===== config.mk =====
export PLATFORM = sky130hd
export DESIGN_NAME = utf8_sanitizer_unit
export DESIGN_NICKNAME = d
export VERILOG_FILES = /design/src/usan_pkg.sv /design/src/usan_front.sv /design/src/usan_queue.sv /design/src/usan_back.sv /design/src/utf8_sanitizer_unit.sv
export SDC_FILE = /design/constraint.sdc
export NUM_CORES = 1
export LEC_CHECK = 0
export BUFFER_PORTS_ARGS = -buffer_cell sky130_fd_sc_hd__buf_2
export CORE_MARGIN = 5
export CORE_UTILIZATION = 25
export DETAILED_ROUTE_END_ITERATION = 8
export SETUP_SLACK_MARGIN = 0.15
export SLEW_MARGIN = 10
export SYNTH_ARGS = -nofsm -noshare
export SYNTH_HDL_FRONTEND = slang
export SYNTH_HIERARCHICAL = 1
export SYNTH_SLANG_ARGS = --single-unit

===== constraint.sdc =====
create_clock -name clk -period 15 [get_ports clk]
set_input_delay 3 -clock clk [delete_from_list [all_inputs] [get_ports clk]]
set_output_delay 3 -clock clk [all_outputs]
set_load 0.005 [all_outputs]

===== src/usan_pkg.sv =====
// Shared types and constants for the UTF-8 sanitizer.
`timescale 1ns / 1ps
`default_nettype none

package usan_pkg;

  localparam int QUEUE_DEPTH = 4;
  localparam int QUEUE_AW    = $clog2(QUEUE_DEPTH);

  localparam logic [7:0] REPL_B0 = 8'hEF;
  localparam logic [7:0] REPL_B1 = 8'hBF;
  localparam logic [7:0] REPL_B2 = 8'hBD;

  localparam logic [20:0] CP_MAX  = 21'h10FFFF;
  localparam logic [20:0] SURR_LO = 21'h00D800;
  localparam logic [20:0] SURR_HI = 21'h00DFFF;
  localparam logic [20:0] MIN_2   = 21'h000080;
  localparam logic [20:0] MIN_3   = 21'h000800;
  localparam logic [20:0] MIN_4   = 21'h010000;

  // What the back end does at one byte position of a command.
  typedef enum logic [1:0] {
    OP_NONE,
    OP_PASS,
    OP_REPL
  } op_t;

  typedef struct packed {
    logic [7:0] in_byte;
    logic       text_end;
  } in_word_t;

  typedef struct packed {
    logic [7:0] out_byte;
    logic       run_last;
    logic       out_text_end;
  } out_word_t;

  typedef struct packed {
    logic [3:0][7:0] bytes;
    op_t  [3:0]      ops;
    logic            text_end;
  } cmd_t;

endpackage

`default_nettype wire


===== src/usan_front.sv =====
// Front end: holds pending bytes, classifies each byte position and builds commands.
`timescale 1ns / 1ps
`default_nettype none

module usan_front (
  input  logic              clk,
  input  logic              rst,
  input  logic              accept,
  input  usan_pkg::in_word_t data,
  output logic              cmd_push,
  output usan_pkg::cmd_t    cmd,
  output logic [1:0]        pend_count
);
  import usan_pkg::*;

  typedef enum logic [1:0] {
    ST_PASS,
    ST_FAIL,
    ST_WAIT
  } seq_kind_t;

  typedef struct packed {
    seq_kind_t  kind;
    logic [2:0] len;
  } seq_res_t;

  logic [2:0][7:0] pending_bytes;
  logic [2:0][7:0] pending_bytes_next;
  logic [1:0]      pending_count;
  logic [2:0]      pend_n;
  logic [2:0]      n;
  logic [3:0][7:0] buf_b;
  seq_res_t        res [4];
  op_t  [3:0]      ops;
  logic [2:0]      p;
  logic            stopped;
  logic [2:0]      idx;

  // Judges the sequence that starts at b[0] given the bytes available so far.
  function automatic seq_res_t check_seq(input logic [3:0][7:0] b, input logic [2:0] avail,
                                         input logic last);
    logic [2:0]  len;
    logic [20:0] minv;
    logic [20:0] cp;
    logic [2:0]  span;
    logic        cont_ok;
    seq_res_t    r;
    len  = 3'd0;
    minv = '0;
    cp   = '0;
    r.kind = ST_FAIL;
    r.len  = 3'd1;
    if (!b[0][7]) len = 3'd1;
    else if (b[0][7:5] == 3'b110) begin
      len = 3'd2;
      minv = MIN_2;
    end else if (b[0][7:4] == 4'b1110) begin
      len = 3'd3;
      minv = MIN_3;
    end else if (b[0][7:3] == 5'b11110) begin
      len = 3'd4;
      minv = MIN_4;
    end
    span = (avail < len) ? avail : len;
    cont_ok = 1'b1;
    for (int i = 1; i < 4; i++) begin
      if (3'(i) < span && b[i][7:6] != 2'b10) cont_ok = 1'b0;
    end
    case (len)
      3'd2:    cp = 21'({b[0][4:0], b[1][5:0]});
      3'd3:    cp = 21'({b[0][3:0], b[1][5:0], b[2][5:0]});
      3'd4:    cp = {b[0][2:0], b[1][5:0], b[2][5:0], b[3][5:0]};
      default: cp = '0;
    endcase
    if (len == 3'd1) begin
      r.kind = ST_PASS;
    end else if (len == 3'd0 || !cont_ok) begin
      r.kind = ST_FAIL;
    end else if (avail < len) begin
      r.kind = last ? ST_FAIL : ST_WAIT;
    end else if (cp < minv || cp > CP_MAX || (cp >= SURR_LO && cp <= SURR_HI)) begin
      r.kind = ST_FAIL;
    end else begin
      r.kind = ST_PASS;
      r.len  = len;
    end
    return r;
  endfunction

  assign n = {1'b0, pending_count} + 3'd1;

  always_comb begin
    for (int i = 0; i < 4; i++) begin
      if (3'(i) < {1'b0, pending_count}) buf_b[i] = pending_bytes[i];
      else if (3'(i) == {1'b0, pending_count}) buf_b[i] = data.in_byte;
      else buf_b[i] = 8'h00;
    end
  end

  // Every start position is judged in parallel; the walk below picks the ones reached.
  always_comb begin
    logic [3:0][7:0] sb;
    for (int s = 0; s < 4; s++) begin
      for (int i = 0; i < 4; i++) begin
        sb[i] = (s + i < 4) ? buf_b[(s + i) % 4] : 8'h00;
      end
      res[s] = check_seq(sb, n - 3'(s), data.text_end);
    end
  end

  always_comb begin
    p       = 3'd0;
    stopped = 1'b0;
    ops     = '{default: OP_NONE};
    for (int step = 0; step < 4; step++) begin
      if (!stopped && p < n) begin
        case (res[p[1:0]].kind)
          ST_PASS: begin
            for (int j = 0; j < 4; j++) begin
              if (3'(j) >= p && 3'(j) < p + res[p[1:0]].len) ops[j] = OP_PASS;
            end
            p = p + res[p[1:0]].len;
          end
          ST_FAIL: begin
            ops[p[1:0]] = OP_REPL;
            p = p + 3'd1;
          end
          default: stopped = 1'b1;
        endcase
      end
    end
    pend_n = n - p;
  end

  always_comb begin
    for (int j = 0; j < 3; j++) begin
      idx = p + 3'(j);
      pending_bytes_next[j] = (idx < 3'd4) ? buf_b[idx[1:0]] : pending_bytes[j];
    end
  end

  always_ff @(posedge clk) begin
    if (rst) begin
      pending_count <= 2'd0;
    end else if (accept) begin
      pending_count <= pend_n[1:0];
    end
  end

  always_ff @(posedge clk) begin
    if (accept) begin
      pending_bytes <= pending_bytes_next;
    end
  end

  assign cmd_push     = accept && (ops[0] != OP_NONE);
  assign cmd.bytes    = buf_b;
  assign cmd.ops      = ops;
  assign cmd.text_end = data.text_end;
  assign pend_count   = pending_count;

endmodule

`default_nettype wire


===== src/usan_queue.sv =====
// Short command queue between the front end and the back end.
`timescale 1ns / 1ps
`default_nettype none

module usan_queue (
  input  logic           clk,
  input  logic           rst,
  input  logic           wr_en,
  input  usan_pkg::cmd_t wr_data,
  output logic           q_full,
  input  logic           rd_en,
  output logic           head_valid,
  output usan_pkg::cmd_t head
);
  import usan_pkg::*;

  cmd_t                mem [QUEUE_DEPTH];
  logic [QUEUE_AW-1:0] wr_ptr;
  logic [QUEUE_AW-1:0] rd_ptr;
  logic [QUEUE_AW:0]   count;

  always_ff @(posedge clk) begin
    if (rst) begin
      wr_ptr <= '0;
      rd_ptr <= '0;
      count  <= '0;
    end else begin
      if (wr_en) wr_ptr <= wr_ptr + 1'b1;
      if (rd_en) rd_ptr <= rd_ptr + 1'b1;
      if (wr_en && !rd_en) count <= count + 1'b1;
      else if (rd_en && !wr_en) count <= count - 1'b1;
    end
  end

  always_ff @(posedge clk) begin
    if (wr_en) mem[wr_ptr] <= wr_data;
  end

  assign head       = mem[rd_ptr];
  assign head_valid = (count != '0);
  assign q_full     = (count == (QUEUE_AW + 1)'(QUEUE_DEPTH));

endmodule

`default_nettype wire


===== src/usan_back.sv =====
// Back end: walks one command a byte at a time into the output register.
`timescale 1ns / 1ps
`default_nettype none

module usan_back (
  input  logic                clk,
  input  logic                rst,
  input  logic                head_valid,
  input  usan_pkg::cmd_t      head,
  output logic                q_pop,
  output logic                empty,
  input  logic                pop,
  output usan_pkg::out_word_t result
);
  import usan_pkg::*;

  logic       out_valid;
  out_word_t  out_reg;
  logic [1:0] pos;
  logic [1:0] sub;
  op_t        cur_op;
  logic [7:0] cur_byte;
  logic       token_done;
  logic       later_any;
  logic       last;
  logic       advance;

  assign cur_op = head.ops[pos];

  always_comb begin
    case (cur_op)
      OP_PASS: cur_byte = head.bytes[pos];
      OP_REPL: begin
        case (sub)
          2'd0:    cur_byte = REPL_B0;
          2'd1:    cur_byte = REPL_B1;
          default: cur_byte = REPL_B2;
        endcase
      end
      default: cur_byte = 8'h00;
    endcase
  end

  // Positions in a command are used from the first one on without gaps.
  assign token_done = (cur_op != OP_REPL) || (sub == 2'd2);
  assign later_any  = (pos != 2'd3) && (head.ops[pos + 2'd1] != OP_NONE);
  assign last       = token_done && !later_any;
  assign advance    = head_valid && (!out_valid || pop);
  assign q_pop      = advance && last;

  always_ff @(posedge clk) begin
    if (rst) begin
      out_valid <= 1'b0;
      pos       <= 2'd0;
      sub       <= 2'd0;
    end else begin
      if (advance) out_valid <= 1'b1;
      else if (pop) out_valid <= 1'b0;
      if (advance) begin
        if (last) begin
          pos <= 2'd0;
          sub <= 2'd0;
        end else if (token_done) begin
          pos <= pos + 2'd1;
          sub <= 2'd0;
        end else begin
          sub <= sub + 2'd1;
        end
      end
    end
  end

  always_ff @(posedge clk) begin
    if (advance) begin
      out_reg.out_byte     <= cur_byte;
      out_reg.run_last     <= last;
      out_reg.out_text_end <= head.text_end;
    end
  end

  assign empty  = !out_valid;
  assign result = out_reg;

endmodule

`default_nettype wire


===== src/utf8_sanitizer_unit.sv =====
// The result words of an accepted byte pass through the command queue and then the output register.
// Throughput: one input byte per cycle; the output drains one byte per cycle while popped, so a
// replacement (three bytes) or a flushed tail holds the input back once the four-entry
// command queue fills. Bytes of an unfinished sequence wait in the front end.
// Reset (synchronous, active high) empties the pending store, the queue and the output word.
`timescale 1ns / 1ps
`default_nettype none

module utf8_sanitizer_unit (
  input  logic                clk,
  input  logic                rst,
  input  logic                push,
  output logic                full,
  input  usan_pkg::in_word_t  data,
  output logic                empty,
  input  logic                pop,
  output usan_pkg::out_word_t result
);
  import usan_pkg::*;

  logic       accept;
  logic       cmd_push;
  cmd_t       cmd;
  logic [1:0] pend_count;
  logic       q_full;
  logic       q_pop;
  logic       head_valid;
  cmd_t       head;

  assign full   = q_full;
  assign accept = push && !q_full;

  usan_front u_front (
    .clk        (clk),
    .rst        (rst),
    .accept     (accept),
    .data       (data),
    .cmd_push   (cmd_push),
    .cmd        (cmd),
    .pend_count (pend_count)
  );

  usan_queue u_queue (
    .clk        (clk),
    .rst        (rst),
    .wr_en      (cmd_push),
    .wr_data    (cmd),
    .q_full     (q_full),
    .rd_en      (q_pop),
    .head_valid (head_valid),
    .head       (head)
  );

  usan_back u_back (
    .clk        (clk),
    .rst        (rst),
    .head_valid (head_valid),
    .head       (head),
    .q_pop      (q_pop),
    .empty      (empty),
    .pop        (pop),
    .result     (result)
  );

  // The queue is never written while it is full.
  assert property (@(posedge clk) disable iff (rst) cmd_push |-> !q_full)
    else $error("command queue written while full");

  // The last byte of a text leaves nothing pending.
  assert property (@(posedge clk) disable iff (rst)
                   (accept && data.text_end) |=> (pend_count == 2'd0))
    else $error("bytes still pending after end of text");

  // A plain ASCII byte always yields a command.
  assert property (@(posedge clk) disable iff (rst)
                   (accept && !data.in_byte[7]) |-> cmd_push)
    else $error("ASCII byte produced no command");

endmodule

`default_nettype wire


==> run_results.csv <==
group,metric,value,unit
logic_synthesis,synth_area_leaders,"edfxtp_1, mux4_2, ha_1",
sta,finalSetupTns,0,ns
layout,fillers,5842,
logic_synthesis,synth_edf_count,198,
floorplanning,ios,25,
floorplanning,die_h,247.5,um
grt,use_met3,2.025,%
layout,layout_commonest_cell,"edfxtp_1",
logic_synthesis,synthSimpleGateAreaFrac,14.63,%
sta,drv_slew,0,
clock_tree,cts_buffers,23,
critical_path,r2r_slack,2.51,ns
min_path,whs_path_depth,2,
logic_synthesis,synth_area,14100,um2
logic_synthesis,synth_fa_ha_area_share,5.715,%
logic_synthesis,yosys_register_bits,214,
clock_tree,cts_tree,"built",
min_path,worstHoldPathType,"flop to flop",
logic_synthesis,yosysTopAreaCellShare,42.17,%
sta,min_period,14.06,ns
critical_path,crit_family,"compound AO/OA/AOI/OAI gates",
floorplanning,num_rows,87,
grt,grt_use_met2,19.48,%
grt,grt_pass1_wl,60220,um
route,num_vias,10340,
sta,clock_skew,0.01837,ns
route,postRouteAntennaNets,0,
place,finalWeightedCongestion,0.9364,
grt,antenna_found_initial,1,
critical_path,path_buf_inv,2,
sta,final-hold-violation-count,0,
route,routed_wl,39050,um
clock_tree,cts-root-buf,"clkbuf_16",
sta,rsz0062_at_grt,"false",
route,first_pass_iters,5,
clock_tree,clkTransAtPathRegs,0.06,ns
floorplanning,fp.dieW,247.5,um
logic_synthesis,synth_top_cell_by_area,"edfxtp_1",
logic_synthesis,synth_flop_cell,"edfxtp_1",
layout,layout-drive-gt1-share,15.88,%
grt,overflow,0,
grt,grt_util_met1,17.74,%
critical_path,crit_arrival,14.49,ns
grt,grt_pass1_vias,10088,
critical_path,cp.required,15.43,ns
logic_synthesis,synth_top_family_by_area,"compound AO/OA/AOI/OAI gates",
logic_synthesis,synthXorXnorAreaFrac,0.9939,%
route,drt-initial-drc-count,1036,
critical_path,cpPeakStageDelay,0.69,ns
sta,fin_crit_sh,93.72,%
logic_synthesis,syn_inst,1191,
place,hpwl,28380,um
logic_synthesis,syn_avg_cell_area,11.84,um2
job,drv_cap,0,
sta,max_freq,0.07114,GHz
critical_path,start_kind,"input port",
layout,final_cell_mix,"edfxtp_1, nor2_1, nand2_1, a21oi_1, ha_1",
outcome,outcome,"completed",
critical_path,crit_type,"input port to flop",
logic_synthesis,syn_nets,1266,
logic_synthesis,synthArstFlopShare,0,%
place,io_buffers,24,
route,viasPerCell,5.259,
place,dp.cells,1924,
floorplanning,start_util,25.10,%
sta,worst_pin_slew,1.178,ns
floorplanning,dieArea,61250,um2
sta,setup_viol,0,
critical_path,crit_cells,42,
logic_synthesis,synth_mux_area_share,14.75,%
critical_path,r2r_cells,44,
logic_synthesis,synth_warnings,6,
layout,nets,1268,
route,avgRoutedWirePerCell,19.86,um
critical_path,endpoint_kind,"flop",
logic_synthesis,synth-seq-area-share,44.44,%
floorplanning,coreArea,56170,um2
critical_path,worstPathMaxFanout,19,
clock_tree,hold_buffers,0,
grt,busiest_layer,"met2",
layout,instances_no_fill,1966,
clock_tree,numClockSinks,214,
grt,grt_max_degree,42,
clock_tree,htreeDepth,1,
critical_path,crit_top_cell,"ha_1",
clock_tree,clk_latency,0.51,ns
grt,grt_use_total,12.31,%
logic_synthesis,yosysUniqueCellTypes,112,
sta,max_slew_margin,20.64,%
layout,area_growth,10.56,%
clock_tree,clockBufferDepth,3,
critical_path,slowest_stage,"a221oi_1",
route,drc,0,
logic_synthesis,synth-compound-area-share,14.85,%
routing by layer:
metal	routed length, um	part of all wire (%)
met1	17710	45
met2	17670	45
met3	2703	6.9
met4	958	2.5
met5	0	0
Yosys cell counts (16+ instances only):
cell and count:
nor2_1 90, a21oi_1 58, mux4_2 55, nand3_1 22, dfxtp_1 16, o21ai_0 48, buf_2 19, inv_1 45
and2_1 30, nand2_1 80, o211ai_1 16, nor3_1 22, ha_1 58, edfxtp_1 198, mux2i_1 54
final timing paths:
kind | startpoint | end
min | u_queue/count[2]$_SDFFE_PP0P_ | u_queue/count[2]$_SDFFE_PP0P_
max | data[5] | u_queue/count[2]$_SDFFE_PP0P_
max reg2reg | u_front/pend_count[1]$_SDFFE_PP0P_ | u_queue/count[2]$_SDFFE_PP0P_
min reg2reg | u_queue/count[2]$_SDFFE_PP0P_ | u_queue/count[2]$_SDFFE_PP0P_
repair_timing:
item,CTS,global route
setup buffers,0,0
setup endpoints to repair,0,10
hold endpoints to repair,0,0
resized for setup,0,1
cell type report:
type / instances / area [um2] / area share, %
Antenna cell: 1 / 2.502 / 0.01605
Clock buffer: 32 / 640.6 / 4.109
Clock inverter: 9 / 75.07 / 0.4816
Inverter: 51 / 203.9 / 1.308
Multi-Input combinational cell: 864 / 7219 / 46.31
Sequential cell: 214 / 6269 / 40.21
Tap cell: 756 / 945.9 / 6.068
Timing Repair Buffer: 39 / 232.7 / 1.493
per-stage QoR:
step	utilization [%]	hold WS, ns	area [um2]	worst slack, ns
2_1_floorplan	-	0.4601	14100	2.111
3_3_place_gp	26.45	0.4863	14860	0.7669
3_5_place_dp	26.45	0.4879	14860	0.5052
4_1_cts	27.73	0.4956	15570	0.9859
5_1_grt	27.75	0.5156	15590	0.4295
6_report	27.75	0.4945	15590	0.9425
registers in the layout (all words and copies together) (netlist names), named ones only:
signal	count
u_queue/mem	164
u_front/pending_bytes	24
u_back/result	10
u_queue/count	3
u_back/pos	2
u_back/sub	2
u_front/pend_count	2
u_queue/rd_ptr	2
u_queue/wr_ptr	2
u_back/out_valid	1
cell families (layout without fill, tap and decap cells):
kind of cell	Yosys count	count (layout)
multiplexers	126	126
buffers and inverters	113	131
flip-flops	214	214
XOR/XNOR	16	16
AND/OR/NAND/NOR	379	379
AO/OA/AOI/OAI	281	281
adder cells (fa/ha/maj)	62	62
other	0	1
tightest hold or removal path: stages, from the launching register on:
cell	delay (ns)
dfxtp_1	0.32
o21ai_0	0.07
a21oi_1	0.06
Power is not shown: default switching activity piles up to over one toggle a cycle in this logic, so the estimate is an artifact.
